`src/rtl/assert_macros.svh`:
```
`ifndef ASSERT_MACROS_SVH
`define ASSERT_MACROS_SVH

// cond holds -> expr holds in the same cycle
`define LPG_ASSERT_IMP(label, cond, expr, msg) \
   label: assert property (@(posedge clock) disable iff (reset) (cond) |-> (expr)) \
      else $error(msg);

// cond holds -> expr holds in the next cycle
`define LPG_ASSERT_NEXT(label, cond, expr, msg) \
   label: assert property (@(posedge clock) disable iff (reset) (cond) |=> (expr)) \
      else $error(msg);

`endif

```
`src/rtl/lpg_pkg.sv`:
```
`timescale 1ns / 1ps

package lpg_pkg;

   localparam int SINE_TABLE_DEPTH = 1024;
   localparam int PHASE_BITS       = 32;
   localparam int COORD_BITS       = 8;

   localparam int TBL_ENTRIES = SINE_TABLE_DEPTH + 1;
   localparam int TBL_AW      = $clog2(TBL_ENTRIES);
   localparam int TBL_DW      = 16;
   localparam int QSHIFT      = PHASE_BITS - 2;

   localparam int FREQ_W = 7;
   localparam int OFS_W  = 16;
   localparam int STEP_W = 32;
   localparam int NPTS_W = 16;
   localparam int SPAN_W = 8;
   localparam int CSR_IW = 3;
   localparam int CSR_DW = 32;

   localparam int MUL_W = (PHASE_BITS > FREQ_W + STEP_W + 1) ? PHASE_BITS
                                                              : FREQ_W + STEP_W + 1;
   localparam int CMP_W = (COORD_BITS + 1 > 10) ? COORD_BITS + 1 : 10;
   localparam logic [CMP_W-1:0] COORD_MAX = CMP_W'((1 << COORD_BITS) - 1);

   localparam logic [TBL_DW:0] SINE_MID  = (TBL_DW + 1)'(32768);
   localparam logic [17:0]     SINE_PEAK = 18'(32768);

   // quarter-wave polynomial, Q30
   localparam int POLY_W = 31;
   localparam logic [POLY_W-1:0] POLY_C0 = POLY_W'(172272);
   localparam logic [POLY_W-1:0] POLY_C1 = POLY_W'(5026995);
   localparam logic [POLY_W-1:0] POLY_C2 = POLY_W'(85569306);
   localparam logic [POLY_W-1:0] POLY_C3 = POLY_W'(693598668);
   localparam logic [POLY_W-1:0] POLY_C4 = POLY_W'(1686629713);
   localparam logic [POLY_W-1:0] U_STEP  = POLY_W'((64'd1 << 30) / SINE_TABLE_DEPTH);
   localparam logic [TBL_AW-1:0] U_REM   = TBL_AW'((64'd1 << 30) % SINE_TABLE_DEPTH);

   localparam logic [FREQ_W-1:0] RST_FREQ_A       = FREQ_W'(2);
   localparam logic [FREQ_W-1:0] RST_FREQ_B       = FREQ_W'(3);
   localparam logic [OFS_W-1:0]  RST_PHASE_OFFSET = OFS_W'(0);
   localparam logic [STEP_W-1:0] RST_BASE_STEP    = STEP_W'(65536);
   localparam logic [NPTS_W-1:0] RST_NUM_POINTS   = NPTS_W'(65535);
   localparam logic [SPAN_W-1:0] RST_SCREEN_ROWS  = SPAN_W'(24);
   localparam logic [SPAN_W-1:0] RST_SCREEN_COLS  = SPAN_W'(80);

   typedef enum logic [CSR_IW-1:0] {
      CSR_FREQ_A       = 3'd0,
      CSR_FREQ_B       = 3'd1,
      CSR_PHASE_OFFSET = 3'd2,
      CSR_BASE_STEP    = 3'd3,
      CSR_NUM_POINTS   = 3'd4,
      CSR_SCREEN_ROWS  = 3'd5,
      CSR_SCREEN_COLS  = 3'd6
   } csr_idx_type;

   typedef logic [PHASE_BITS-1:0] phase_type;

   typedef struct packed {
      logic              en;
      logic [TBL_AW-1:0] addr;
      logic [TBL_DW-1:0] data;
   } tbl_wr_type;

   typedef struct packed {
      phase_type         x_inc;
      phase_type         y_inc;
      logic [OFS_W-1:0]  phase_offset;
      logic [NPTS_W-1:0] num_points;
   } phase_cfg_type;

   typedef struct packed {
      logic x_neg;
      logic y_neg;
      logic last;
   } pt_ctl_type;

   function automatic phase_type phase_inc(logic [FREQ_W-1:0] freq, logic [STEP_W-1:0] step);
      logic signed [MUL_W-1:0] prod;
      prod = MUL_W'(signed'(freq)) * MUL_W'(signed'({1'b0, step}));
      return prod[PHASE_BITS-1:0];
   endfunction

endpackage

```
`src/rtl/lpg_table_fill.sv`:
```
`timescale 1ns / 1ps

module lpg_table_fill (
   input  logic               clock,
   input  logic               reset,
   output lpg_pkg::tbl_wr_type wr,
   output logic               done
);
   import lpg_pkg::*;

   typedef enum logic [2:0] {
      ST_SQUARE,
      ST_HORNER1,
      ST_HORNER2,
      ST_HORNER3,
      ST_HORNER4,
      ST_ROUND,
      ST_DONE
   } fill_state_type;

   fill_state_type     state_ff;
   logic [TBL_AW-1:0]  index_ff;
   logic [POLY_W-1:0]  u_ff;
   logic [TBL_AW-1:0]  u_rem_ff;
   logic [POLY_W-1:0]  u2_ff;
   logic [POLY_W-1:0]  acc_ff;
   tbl_wr_type         wr_ff;

   logic [POLY_W-1:0]   op_a;
   logic [POLY_W-1:0]   op_b;
   logic [2*POLY_W-1:0] prod;
   logic [31:0]         prod_sh;
   logic [32:0]         round_sum;
   logic [17:0]         rounded;
   logic [TBL_DW-1:0]   sample;
   logic [TBL_AW:0]     u_rem_sum;
   logic                u_wrap;

   always_comb begin
      op_a = u2_ff;
      op_b = acc_ff;
      case (state_ff)
         ST_SQUARE: begin
            op_a = u_ff;
            op_b = u_ff;
         end
         ST_HORNER1: begin
            op_b = POLY_C0;
         end
         ST_ROUND: begin
            op_a = u_ff;
         end
         default: begin
            op_a = u2_ff;
            op_b = acc_ff;
         end
      endcase
      prod      = (2 * POLY_W)'(op_a) * (2 * POLY_W)'(op_b);
      prod_sh   = prod[2*POLY_W-1:30];
      round_sum = {1'b0, prod_sh} + 33'(16384);
      rounded   = round_sum[32:15];
      sample    = (rounded > SINE_PEAK) ? TBL_DW'(32768) : rounded[TBL_DW-1:0];
      u_rem_sum = {1'b0, u_rem_ff} + {1'b0, U_REM};
      u_wrap    = u_rem_sum >= (TBL_AW + 1)'(SINE_TABLE_DEPTH);
   end

   always_ff @(posedge clock) begin
      if (reset) begin
         state_ff <= ST_SQUARE;
         index_ff <= '0;
         u_ff     <= '0;
         u_rem_ff <= '0;
         wr_ff.en <= 1'b0;
      end else begin
         wr_ff.en <= 1'b0;
         case (state_ff)
            ST_SQUARE: begin
               u2_ff    <= prod_sh[POLY_W-1:0];
               state_ff <= ST_HORNER1;
            end
            ST_HORNER1: begin
               acc_ff   <= POLY_W'({1'b0, POLY_C1} - prod_sh);
               state_ff <= ST_HORNER2;
            end
            ST_HORNER2: begin
               acc_ff   <= POLY_W'({1'b0, POLY_C2} - prod_sh);
               state_ff <= ST_HORNER3;
            end
            ST_HORNER3: begin
               acc_ff   <= POLY_W'({1'b0, POLY_C3} - prod_sh);
               state_ff <= ST_HORNER4;
            end
            ST_HORNER4: begin
               acc_ff   <= POLY_W'({1'b0, POLY_C4} - prod_sh);
               state_ff <= ST_ROUND;
            end
            ST_ROUND: begin
               wr_ff.en   <= 1'b1;
               wr_ff.addr <= index_ff;
               wr_ff.data <= sample;
               index_ff   <= index_ff + 1'b1;
               u_ff       <= u_ff + U_STEP + POLY_W'(u_wrap);
               u_rem_ff   <= u_wrap ? TBL_AW'(u_rem_sum - (TBL_AW + 1)'(SINE_TABLE_DEPTH))
                                    : u_rem_sum[TBL_AW-1:0];
               if (index_ff == TBL_AW'(SINE_TABLE_DEPTH)) begin
                  state_ff <= ST_DONE;
               end else begin
                  state_ff <= ST_SQUARE;
               end
            end
            ST_DONE: begin
               state_ff <= ST_DONE;
            end
            default: begin
               state_ff <= ST_SQUARE;
            end
         endcase
      end
   end

   assign wr   = wr_ff;
   assign done = (state_ff == ST_DONE) && !wr_ff.en;

endmodule

```
`config.mk`:
```
export PLATFORM = sky130hd
export DESIGN_NAME = lpg_table_fill
export DESIGN_NICKNAME = d
export VERILOG_FILES = /design/src/rtl/assert_macros.svh /design/src/rtl/lpg_pkg.sv /design/src/rtl/lpg_table_fill.sv
export SDC_FILE = /design/constraint.sdc
export NUM_CORES = 2
export LEC_CHECK = 0
export BUFFER_PORTS_ARGS = -buffer_cell sky130_fd_sc_hd__buf_2
export CORE_MARGIN = 2
export CORE_UTILIZATION = 40
export DETAILED_ROUTE_END_ITERATION = 8
export PLACE_DENSITY = 0.57
export SLEW_MARGIN = 20
export SYNTH_ARGS = -nofsm -noshare
export SYNTH_HDL_FRONTEND = slang
export SYNTH_SLANG_ARGS = --single-unit
export TNS_END_PERCENT = 100
```
`constraint.sdc`:
```
create_clock -name clock -period 12.9 [get_ports clock]
set_input_delay 1.935 -clock clock [delete_from_list [all_inputs] [get_ports clock]]
set_output_delay 1.935 -clock clock [all_outputs]
set_load 0.02 [all_outputs]
```
==> results.md <==
* # setup viols final at 0
* Post-synth cell types at 97
* DR WL/cell at 23.5 microns
* Die Wd at 317 microns
* Final Hold Viols at 0
* Capturing element type of the critical path: flip-flop
* Multi-input gate area at 0.0319 sq mm
* Largest stage delay, worst path at 800 ps
* Simple-Gate Fraction of Synth Area at 0.164
* Synth Area in XOR/XNOR at 0.0261
* Delay-heaviest family, CP: adder cells
* CTS Buf Count at 17
* Req. time, crit path at 13,060 ps
* Ports at 31
* Bufs on Longest Clock Path at 2
* PnR worst setup slack at 587 ps
* Most numerous cell in the Yosys netlist: fa_1
* Die area at 0.101 sq mm
* Syn-to-layout area delta at 7.36%
* Post-route clock period utilization at 0.954
* Setup Buffers After CTS at 0
* Seq. cell area at 0.00361 sq mm
* Cell Area, Synth at 0.0393 sq mm
* Largest family of logic cells by synthesized area: adder cells
* Compound-Gate Fraction of Synth Area at 0.0824
* Ys async rst share at 0
* Worst path bufs/invs at 7
* Mapped Cells at 4,508
* Initial Util at 0.405
* Synthesized area per cell at 8.72 sq um
* Clk_skew at 10.3 ps
* Hold_buf cts at 0
* TritonCTS Sinks at 136
* DRT Wirelength at 136,000 microns
* Fmax achieved at 81.2 MHz
* Largest area contributor in the netlist: fa_1
* I/O Buffers at 30
* Layout cell share with drive strength beyond 1 at 0.0770
* Critical path launch point type: flip-flop
* Clk_lat worst skew at 450 ps
* DRC violations left at 0
* Adder-cell area share of the yosys netlist at 0.515
* Syn_nets at 5,621
* Sequential fraction of the synthesis area at 0.0920
* End-of-flow core utilization at 0.435
* First-pass GRT wire length at 209,000 microns
* Unrepaired setup endpoints after global routing: false
* Antenna Cells at 0
* Row count at 114
* Synth warn at 0
* Die height at 317 microns
* Clk root buf: clkbuf_16
* Synth top cells by count: fa_1, inv_1, nand2_1
* Final Max Tran Viols at 0
* TNS Setup at 0 ps
* CTS tree: built
* Synth Flop Type: edfxtp_1
* Arr. time, crit path at 12,470 ps
* Rel. slew slack at 0.215
* Grt ovf at 0
* Worst Tran Pin Value at 1170 ps
* Pre-CTS setup slack at 532 ps
* Final GP Congestion at 0.967
* Largest net degree at the start of global routing at 63
* 1st-pass router iterations at 6
* Min-Delay Path Class: reg -> reg
* ANT nets after route at 0
* Routed vias at 32,100
* Clk slew on worst S/H paths at 70 ps
* Fill count at 9,668
* Post-DP HPWL at 111,000 microns
* Drt via density at 5.56
* Post-synth top area share at 0.426
* Post-synthesis mux area share at 0.0215
* Area contributors post-synth: fa_1, ha_1, inv_1
* Status: finished, final reports clean
* Initial antenna violation count at 3
* Layout Nets at 5,608
* Slowest CP cell: mux2i_2
* Number of global-route vias before repair at 32,900
* Core area at 0.0970 sq mm
* CTS H-tree lvls at 4
* Minimum clock period after layout at 12,310 ps
* CP dominant cell by count: fa_1
* Synth Register Bits at 136
* Crit path max fanout at 62
* Max-Cap Viols at 0
* Crit Path Class: reg -> reg
* DR iter-0 viols at 3,011
* Number of flops mapped to enable cells by yosys at 89
* Total track usage at 0.274
## stage by stage
| stage | hold WS [ps] | cell area (sq um) | cells |
|---|---|---|---|
| floorplan | 442 | 39300 | 4508 |
| global placement | 463 | 41600 | 5752 |
| detailed placement | 466 | 41600 | 5752 |
| CTS | 480 | 42200 | 5784 |
| global route | 498 | 42200 | 5784 |
| finish | 475 | 42200 | 5784 |
## layer usage
| metal | share of wire | global-route usage | vias to the layer above |
|---|---|---|---|
| met1 | 0.43 | 0.390 | 16400 |
| met3 | 0.093 | 0.0477 | 227 |
| met2 | 0.44 | 0.422 | 1550 |
| met4 | 0.039 | 0.0970 | 2 |
| met5 | 0.000096 | 0 | - |
| li1 | - | - | 14000 |
## logic make-up after synthesis
kind of cell / count (synthesis)
compound gates: 480
simple gates: 1547
buf+inv: 1035
xor+xnor: 116
flops: 136
fa+ha+maj: 1114
mux: 80
## worst paths after layout
kind,from,to,slack [ps],cells after the start
max,state_ff[2],acc_ff[27],590,38
min,index_ff[10],wr[26],480,0
max reg2reg,state_ff[2],acc_ff[27],590,38
min reg2reg,index_ff[10],wr[26],480,0
## cell usage in the layout (no fill, tap or decap), types with 18 or more instances in the layout
master	netlist	routed
xnor2_1	79	79
nor2_1	590	587
buf_4	2	152
nor3_1	39	38
nand2_1	699	699
nand4_1	25	25
and3_1	27	27
buf_2	6	30
mux2i_2	0	18
nand3_1	54	54
a31oi_1	21	21
edfxtp_1	89	89
mux2_2	35	35
inv_1	802	802
dfxtp_1	47	47
a21oi_1	116	112
and2_1	20	20
mux2i_1	44	26
xor2_1	36	36
ha_1	274	274
clkbuf_16	0	18
fa_1	837	837
a21o_1	32	32
o21ai_0	85	73
o21a_1	43	43
## cell type report
type / count / share of cell area
Tap cell: 1276 / 0.0378
Sequential cell: 136 / 0.0857
Clock inverter: 14 / 0.00380
Clock buffer: 18 / 0.0107
Multi-Input combinational cell: 3337 / 0.757
Inverter: 818 / 0.0729
Timing Repair Buffer: 185 / 0.0320
## state kept, by name (all words and copies together) (netlist names)
signal / cells
u_rem_ff: 1
u2_ff: 31
index_ff: 11
acc_ff: 31
state_ff: 3
u_ff: 31
wr: 28
## repair_timing
action,4_1_cts,5_1_grt
endpoints found under the setup margin,0,5
resized for setup,0,2
endpoints found under the hold margin,0,0
Power is left out: the tool's default activity adds up to more than one toggle a clock period on the data nets, which glitch-free logic cannot reach.
