### src/rtl/assert_macros.svh
`ifndef ASSERT_MACROS_SVH
`define ASSERT_MACROS_SVH

// cond holds -> expr holds in the same cycle
`define LPG_ASSERT_IMP(label, cond, expr, msg) \
   label: assert property (@(posedge clock) disable iff (reset) (cond) |-> (expr)) \
      else $error(msg);

// cond holds -> expr holds in the next cycle
`define LPG_ASSERT_NEXT(label, cond, expr, msg) \
   label: assert property (@(posedge clock) disable iff (reset) (cond) |=> (expr)) \
      else $error(msg);

`endif

### src/rtl/lpg_pkg.sv
`timescale 1ns / 1ps

package lpg_pkg;

   localparam int SINE_TABLE_DEPTH = 1024;
   localparam int PHASE_BITS       = 32;
   localparam int COORD_BITS       = 8;

   localparam int TBL_ENTRIES = SINE_TABLE_DEPTH + 1;
   localparam int TBL_AW      = $clog2(TBL_ENTRIES);
   localparam int TBL_DW      = 16;
   localparam int QSHIFT      = PHASE_BITS - 2;

   localparam int FREQ_W = 7;
   localparam int OFS_W  = 16;
   localparam int STEP_W = 32;
   localparam int NPTS_W = 16;
   localparam int SPAN_W = 8;
   localparam int CSR_IW = 3;
   localparam int CSR_DW = 32;

   localparam int MUL_W = (PHASE_BITS > FREQ_W + STEP_W + 1) ? PHASE_BITS
                                                              : FREQ_W + STEP_W + 1;
   localparam int CMP_W = (COORD_BITS + 1 > 10) ? COORD_BITS + 1 : 10;
   localparam logic [CMP_W-1:0] COORD_MAX = CMP_W'((1 << COORD_BITS) - 1);

   localparam logic [TBL_DW:0] SINE_MID  = (TBL_DW + 1)'(32768);
   localparam logic [17:0]     SINE_PEAK = 18'(32768);

   // quarter-wave polynomial, Q30
   localparam int POLY_W = 31;
   localparam logic [POLY_W-1:0] POLY_C0 = POLY_W'(172272);
   localparam logic [POLY_W-1:0] POLY_C1 = POLY_W'(5026995);
   localparam logic [POLY_W-1:0] POLY_C2 = POLY_W'(85569306);
   localparam logic [POLY_W-1:0] POLY_C3 = POLY_W'(693598668);
   localparam logic [POLY_W-1:0] POLY_C4 = POLY_W'(1686629713);
   localparam logic [POLY_W-1:0] U_STEP  = POLY_W'((64'd1 << 30) / SINE_TABLE_DEPTH);
   localparam logic [TBL_AW-1:0] U_REM   = TBL_AW'((64'd1 << 30) % SINE_TABLE_DEPTH);

   localparam logic [FREQ_W-1:0] RST_FREQ_A       = FREQ_W'(2);
   localparam logic [FREQ_W-1:0] RST_FREQ_B       = FREQ_W'(3);
   localparam logic [OFS_W-1:0]  RST_PHASE_OFFSET = OFS_W'(0);
   localparam logic [STEP_W-1:0] RST_BASE_STEP    = STEP_W'(65536);
   localparam logic [NPTS_W-1:0] RST_NUM_POINTS   = NPTS_W'(65535);
   localparam logic [SPAN_W-1:0] RST_SCREEN_ROWS  = SPAN_W'(24);
   localparam logic [SPAN_W-1:0] RST_SCREEN_COLS  = SPAN_W'(80);

   typedef enum logic [CSR_IW-1:0] {
      CSR_FREQ_A       = 3'd0,
      CSR_FREQ_B       = 3'd1,
      CSR_PHASE_OFFSET = 3'd2,
      CSR_BASE_STEP    = 3'd3,
      CSR_NUM_POINTS   = 3'd4,
      CSR_SCREEN_ROWS  = 3'd5,
      CSR_SCREEN_COLS  = 3'd6
   } csr_idx_type;

   typedef logic [PHASE_BITS-1:0] phase_type;

   typedef struct packed {
      logic              en;
      logic [TBL_AW-1:0] addr;
      logic [TBL_DW-1:0] data;
   } tbl_wr_type;

   typedef struct packed {
      phase_type         x_inc;
      phase_type         y_inc;
      logic [OFS_W-1:0]  phase_offset;
      logic [NPTS_W-1:0] num_points;
   } phase_cfg_type;

   typedef struct packed {
      logic x_neg;
      logic y_neg;
      logic last;
   } pt_ctl_type;

   function automatic phase_type phase_inc(logic [FREQ_W-1:0] freq, logic [STEP_W-1:0] step);
      logic signed [MUL_W-1:0] prod;
      prod = MUL_W'(signed'(freq)) * MUL_W'(signed'({1'b0, step}));
      return prod[PHASE_BITS-1:0];
   endfunction

endpackage

### src/rtl/lpg_scale.sv
`timescale 1ns / 1ps

module lpg_scale (
   input  logic [lpg_pkg::TBL_DW-1:0]     sample,
   input  logic                           neg,
   input  logic [lpg_pkg::SPAN_W-1:0]     span,
   input  logic                           bias,
   output logic [lpg_pkg::COORD_BITS-1:0] coord
);
   import lpg_pkg::*;

   localparam int PROD_W = SPAN_W + TBL_DW + 1;

   logic [TBL_DW:0]   offset;
   logic [PROD_W-1:0] prod;
   logic [SPAN_W:0]   scaled;
   logic [CMP_W-1:0]  sum;

   always_comb begin
      offset = neg ? SINE_MID - {1'b0, sample} : SINE_MID + {1'b0, sample};
      prod   = PROD_W'(span) * PROD_W'(offset);
      scaled = prod[TBL_DW +: SPAN_W + 1];
      sum    = CMP_W'(scaled) + CMP_W'(bias);
      coord  = (sum > COORD_MAX) ? COORD_MAX[COORD_BITS-1:0] : sum[COORD_BITS-1:0];
   end

endmodule

### config.mk
export PLATFORM = sky130hd
export DESIGN_NAME = lpg_scale
export DESIGN_NICKNAME = d
export VERILOG_FILES = /design/src/rtl/assert_macros.svh /design/src/rtl/lpg_pkg.sv /design/src/rtl/lpg_scale.sv
export SDC_FILE = /design/constraint.sdc
export NUM_CORES = 1
export LEC_CHECK = 0
export ABC_AREA = 0
export BUFFER_PORTS_ARGS = -buffer_cell sky130_fd_sc_hd__buf_4
export CORE_ASPECT_RATIO = 1.1
export CORE_UTILIZATION = 70
export DETAILED_ROUTE_END_ITERATION = 10
export PLACE_DENSITY = 0.95
export SLEW_MARGIN = 20
export SYNTH_ARGS = -nofsm -noshare
export SYNTH_HDL_FRONTEND = slang
export SYNTH_SLANG_ARGS = --single-unit
export TNS_END_PERCENT = 1
### constraint.sdc
create_clock -name vclk -period 27.8
set_input_delay 5.56 -clock vclk [all_inputs]
set_output_delay 5.56 -clock vclk [all_outputs]
set_load 0.05 [all_outputs]
==> results.sh, run 1 <==
export IMPL_outcome="completed"
export IMPL_n_clock_buffer=0
export IMPL_crit_type="input port to primary output"
export IMPL_fin_area_um2=4957
export IMPL_final_layout_size_suffix_gt1_frac=0.08364
export IMPL_rsz0062_at_grt="false"
export IMPL_core_um2=6306
export IMPL_worstHoldPathCells=4
export IMPL_ant_nets=0
export IMPL_grt_pass1_vias=4259
export IMPL_maxCapViolCount=0
export IMPL_gp_congestion=0.8504
export IMPL_ys_warn_count=0
export IMPL_cp_data_arrival_time_ns=13.23
export IMPL_die_h_um=87.49
export IMPL_grt_overflow_total=0
export IMPL_grt_use_total=0.3452
export IMPL_crit_path_start_kind="input port"
export IMPL_cpPeakStageDelay_ns=0.58
export IMPL_grt_antenna_before_repair=0
export IMPL_fin_crit_sh=0.6758
export IMPL_hold_buffers=0
export IMPL_initial_utilization=0.7375
export IMPL_dr_pass1_iters=5
export IMPL_port_buffers=34
export IMPL_critPathCaptureType="primary output"
export IMPL_fillers=417
export IMPL_register_area_um2=0
export IMPL_first_iter_violations=266
export IMPL_period_minus_slack_ns=18.79
export IMPL_fin_setup_tns_ns=0
export IMPL_finalCoreUtilization=0.7861
export IMPL_die_w_um=79.72
export IMPL_path_max_fanout=10
export IMPL_vias=3802
export IMPL_grt_pass1_wl_mm=18.70
export IMPL_max_freq_mhz=53.22
export IMPL_routed_wl_mm=10.65
export IMPL_wl_per_cell_um=16.90
export IMPL_finalSetupViolations=0
export IMPL_antenna_diode_count=0
export IMPL_nets=712
export IMPL_syn_area_um2=4651
export IMPL_io_pins=34
export IMPL_synthToLayoutAreaGrowth_pct=6.591
export IMPL_grt_max_degree=18
export IMPL_critPathRequiredTime_ns=22.24
export IMPL_drc=0
export IMPL_slew_headroom=0.4426
export IMPL_multiInputGateArea_um2=4287
export IMPL_fin_ws_ns=9.011
export IMPL_vias_per_cell=6.035
export IMPL_cts_setup_buffers=0
export IMPL_worstMarginPinSlew_ns=0.8333
export IMPL_avgSynthCellArea_um2=8.808
export IMPL_cp_slowest_cell="xor2_1"
export IMPL_hold_class="input port to primary output"
export IMPL_dieArea_um2=6974
export IMPL_final_max_slew_viol_count=0
export IMPL_min_delay_start="bias"
export IMPL_dpl_cell_area_um2=4957
export IMPL_ys_seq_area_frac=0
export IMPL_cts_resized=0
export IMPL_hold_viol=0
export IMPL_place_ws_ns=9.071
export IMPL_syn_nets=688
export IMPL_seq_cell_count=0
export IMPL_syn_inst=528
export IMPL_ys_types=50
export IMPL_row_count=30
export IMPL_hold_path_end="coord[0]"
export IMPL_post_dp_hpwl_mm=8.839
kinds of logic after synthesis:
family                   after synthesis  synth area share
AND/OR/NAND/NOR                      208            0.2669
buffers and inverters                 96           0.07829
adder cells (fa/ha/maj)              134            0.5042
AO/OA/AOI/OAI                         61           0.09174
XOR/XNOR                              24           0.04520
multiplexers                           5           0.01372
Yosys cell counts (4+ instances only):
master    number  area, um^2
fa_1          89        1782
inv_1         84       315.3
nor2b_1       82       513.0
ha_1          45       563.0
nand2_1       33       123.9
and2_1        32       200.2
nand2b_1      18       112.6
xor2_1        14       122.6
a21oi_1       13       65.06
clkbuf_1      11       41.29
nor2_1        10       37.54
xnor2_1       10       87.58
o21ai_0        9       45.04
nand3_1        6       30.03
nor3_1         6       30.03
a211oi_1       5       37.54
a21o_1         5       37.54
o31ai_1        5       37.54
a31oi_1        4       25.02
nand4_1        4       25.02
metal layers:
metal	vias up	GRT usage	wire [um]	part of all wire
met2	155	0.6713	5846	0.55
met3	34	0.03874	530	0.050
met1	1876	0.3748	3825	0.36
met4	0	0.1372	444	0.042
li1	1737	-	-	-
met5	-	0	0	0
worst max-delay path, delay by kind of cell:
kind / cells / cell delay (ns)
compound gates: 3 / 0.76
xor+xnor: 2 / 0.74
fa+ha+maj: 8 / 2.85
mux: 2 / 0.51
simple gates: 10 / 2.20
buf+inv: 6 / 0.59
layout by cell type, fill, tap and decap left out, drive strengths merged, types with 3 or more instances in the layout:
| cell | instances |
|---|---|
| nor4 | 3 |
| and2 | 33 |
| buf | 34 |
| or2 | 3 |
| o21a | 3 |
| nor3 | 6 |
| mux2i | 3 |
| nor2 | 10 |
| nand2 | 33 |
| inv | 84 |
| o31ai | 5 |
| fa | 89 |
| nand4 | 4 |
| ha | 45 |
| a211oi | 6 |
| a21oi | 13 |
| nand2b | 18 |
| o41ai | 3 |
| a31oi | 5 |
| nor2b | 82 |
| a21o | 5 |
| xor2 | 14 |
| nand3 | 6 |
| xnor2 | 10 |
| o21ai | 9 |
per-stage QoR:
step | cells | hold slack, ns
finish | 630 | 11.60
global route | 630 | 11.62
CTS | 630 | 11.60
detailed placement | 630 | 11.61
global placement | 630 | 11.58
floorplan | 528 | 11.60
final cells by class:
cell class | count | area share
Multi-Input combinational cell | 432 | 0.8647
Tap cell | 80 | 0.02019
Timing Repair Buffer | 34 | 0.05149
Inverter | 84 | 0.06360
how the worst max path moves through the flow:
stage	start	cells past startpoint	to	slack [ns]
final	sample[0]	31	coord[3]	9.01
after global routing	sample[0]	31	coord[3]	8.57
after CTS	sample[0]	31	coord[3]	9.03
after detailed placement	sample[0]	31	coord[3]	9.07
after global placement	sample[0]	31	coord[3]	9.33
after floorplan	sample[0]	30	coord[6]	9.51
Power of run 1 is not shown: default switching activity piles up to over one toggle a cycle in this logic, so the estimate is an artifact.
==> run 2, diff against run 1 <==
Settings changed: CORE_UTILIZATION 70 to 59, PLACE_DENSITY 0.95 to 0.91.
Clock period 27.8 ns to 17.26 ns, I/O delays scaled along.
==> results.sh, run 2 (synthesis gave the netlist of run 1 again) <==
export IMPL_crit_type="input port to primary output"
export IMPL_grt_use_total=0.2785
export IMPL_wl_per_cell_um=15.61
export IMPL_initial_utilization=0.6155
export IMPL_fin_setup_tns_ns=0
export IMPL_fin_area_um2=4989
export IMPL_worstMarginPinSlew_ns=0.7498
export IMPL_grt_max_degree=18
export IMPL_first_iter_violations=117
export IMPL_register_area_um2=0
export IMPL_crit_path_start_kind="input port"
export IMPL_finalSetupViolations=0
export IMPL_grt_antenna_before_repair=0
export IMPL_hold_class="input port to primary output"
export IMPL_outcome="completed"
export IMPL_ant_nets=0
export IMPL_place_inst=655
export IMPL_n_clock_buffer=0
export IMPL_antenna_diode_count=0
export IMPL_critPathRequiredTime_ns=13.81
export IMPL_max_freq_mhz=68.60
export IMPL_routed_wl_mm=10.23
export IMPL_core_um2=7556
export IMPL_port_buffers=34
export IMPL_final_cell_mix="89 x fa_1, 84 x inv_1, 82 x nor2b_1"
export IMPL_grt_pass1_vias=4149
export IMPL_cp_slowest_cell="xor2_1"
export IMPL_cts_resized=0
export IMPL_layoutNonFillerInstCount=655
export IMPL_cpPeakStageDelay_ns=0.62
export IMPL_drc=0
export IMPL_fin_ws_ns=2.682
export IMPL_slew_headroom=0.4984
export IMPL_dieArea_um2=8242
export IMPL_critPathCaptureType="primary output"
export IMPL_synthToLayoutAreaGrowth_pct=7.264
export IMPL_vias=3797
export IMPL_grt_overflow_total=0
export IMPL_rsz0062_at_grt="false"
export IMPL_cp_data_arrival_time_ns=11.13
export IMPL_dpl_cell_area_um2=4989
export IMPL_gp_congestion=0.8585
export IMPL_seq_cell_count=0
export IMPL_cts_setup_buffers=0
export IMPL_fin_crit_sh=0.8446
export IMPL_path_max_fanout=10
export IMPL_die_w_um=86.65
export IMPL_maxCapViolCount=0
export IMPL_vias_per_cell=5.797
export IMPL_dr_pass1_iters=5
export IMPL_post_dp_hpwl_mm=8.422
export IMPL_place_ws_ns=2.717
export IMPL_hold_buffers=0
export IMPL_period_minus_slack_ns=14.58
export IMPL_die_h_um=95.12
export IMPL_io_pins=34
export IMPL_final_layout_size_suffix_gt1_frac=0.08364
export IMPL_final_common_cell="fa_1"
export IMPL_hold_viol=0
export IMPL_nets=712
export IMPL_final_max_slew_viol_count=0
export IMPL_row_count=33
export IMPL_grt_pass1_wl_mm=18.18
-- run 2: cell counts in the layout (fill, tap and decap cells not counted) --
No cell type changed its count.
-- run 2: layer usage --
| metal | part of all wire | global-route usage |
|---|---|---|
| met1 | 0.39 | 0.3105 |
| met2 | 0.54 | 0.5549 |
| met3 | 0.039 | 0.01991 |
| met4 | 0.032 | 0.09306 |
| met5 | 0 | 0 |
-- run 2: area by class of cell --
cell class                 count  area [um^2]
multi-input combinational    432         4287
timing repair buffer          34        255.2
inverter                      84        315.3
tap                          105        131.4
fill                         616         2567
-- run 2: critical path, delay by kind of cell --
family | cells | cell delay, ns
compound gates | 3 | 0.80
xor+xnor | 2 | 0.79
fa+ha+maj | 8 | 2.82
buf+inv | 6 | 0.56
mux | 2 | 0.52
simple gates | 10 | 2.18
-- run 2: through the flow --
stage          hold slack, ns  utilization
2_1_floorplan           7.381            -
3_3_place_gp            7.378       0.6602
3_5_place_dp            7.386       0.6602
4_1_cts                 7.386       0.6602
5_1_grt                 7.414       0.6602
6_report                7.376       0.6602
-- run 2: final timing paths --
path      start        to  slack [ns]  depth (start not counted)
min        bias  coord[0]        7.38                          4
max   sample[0]  coord[3]        2.68                         31
Power of run 2 is left out for the same reason.
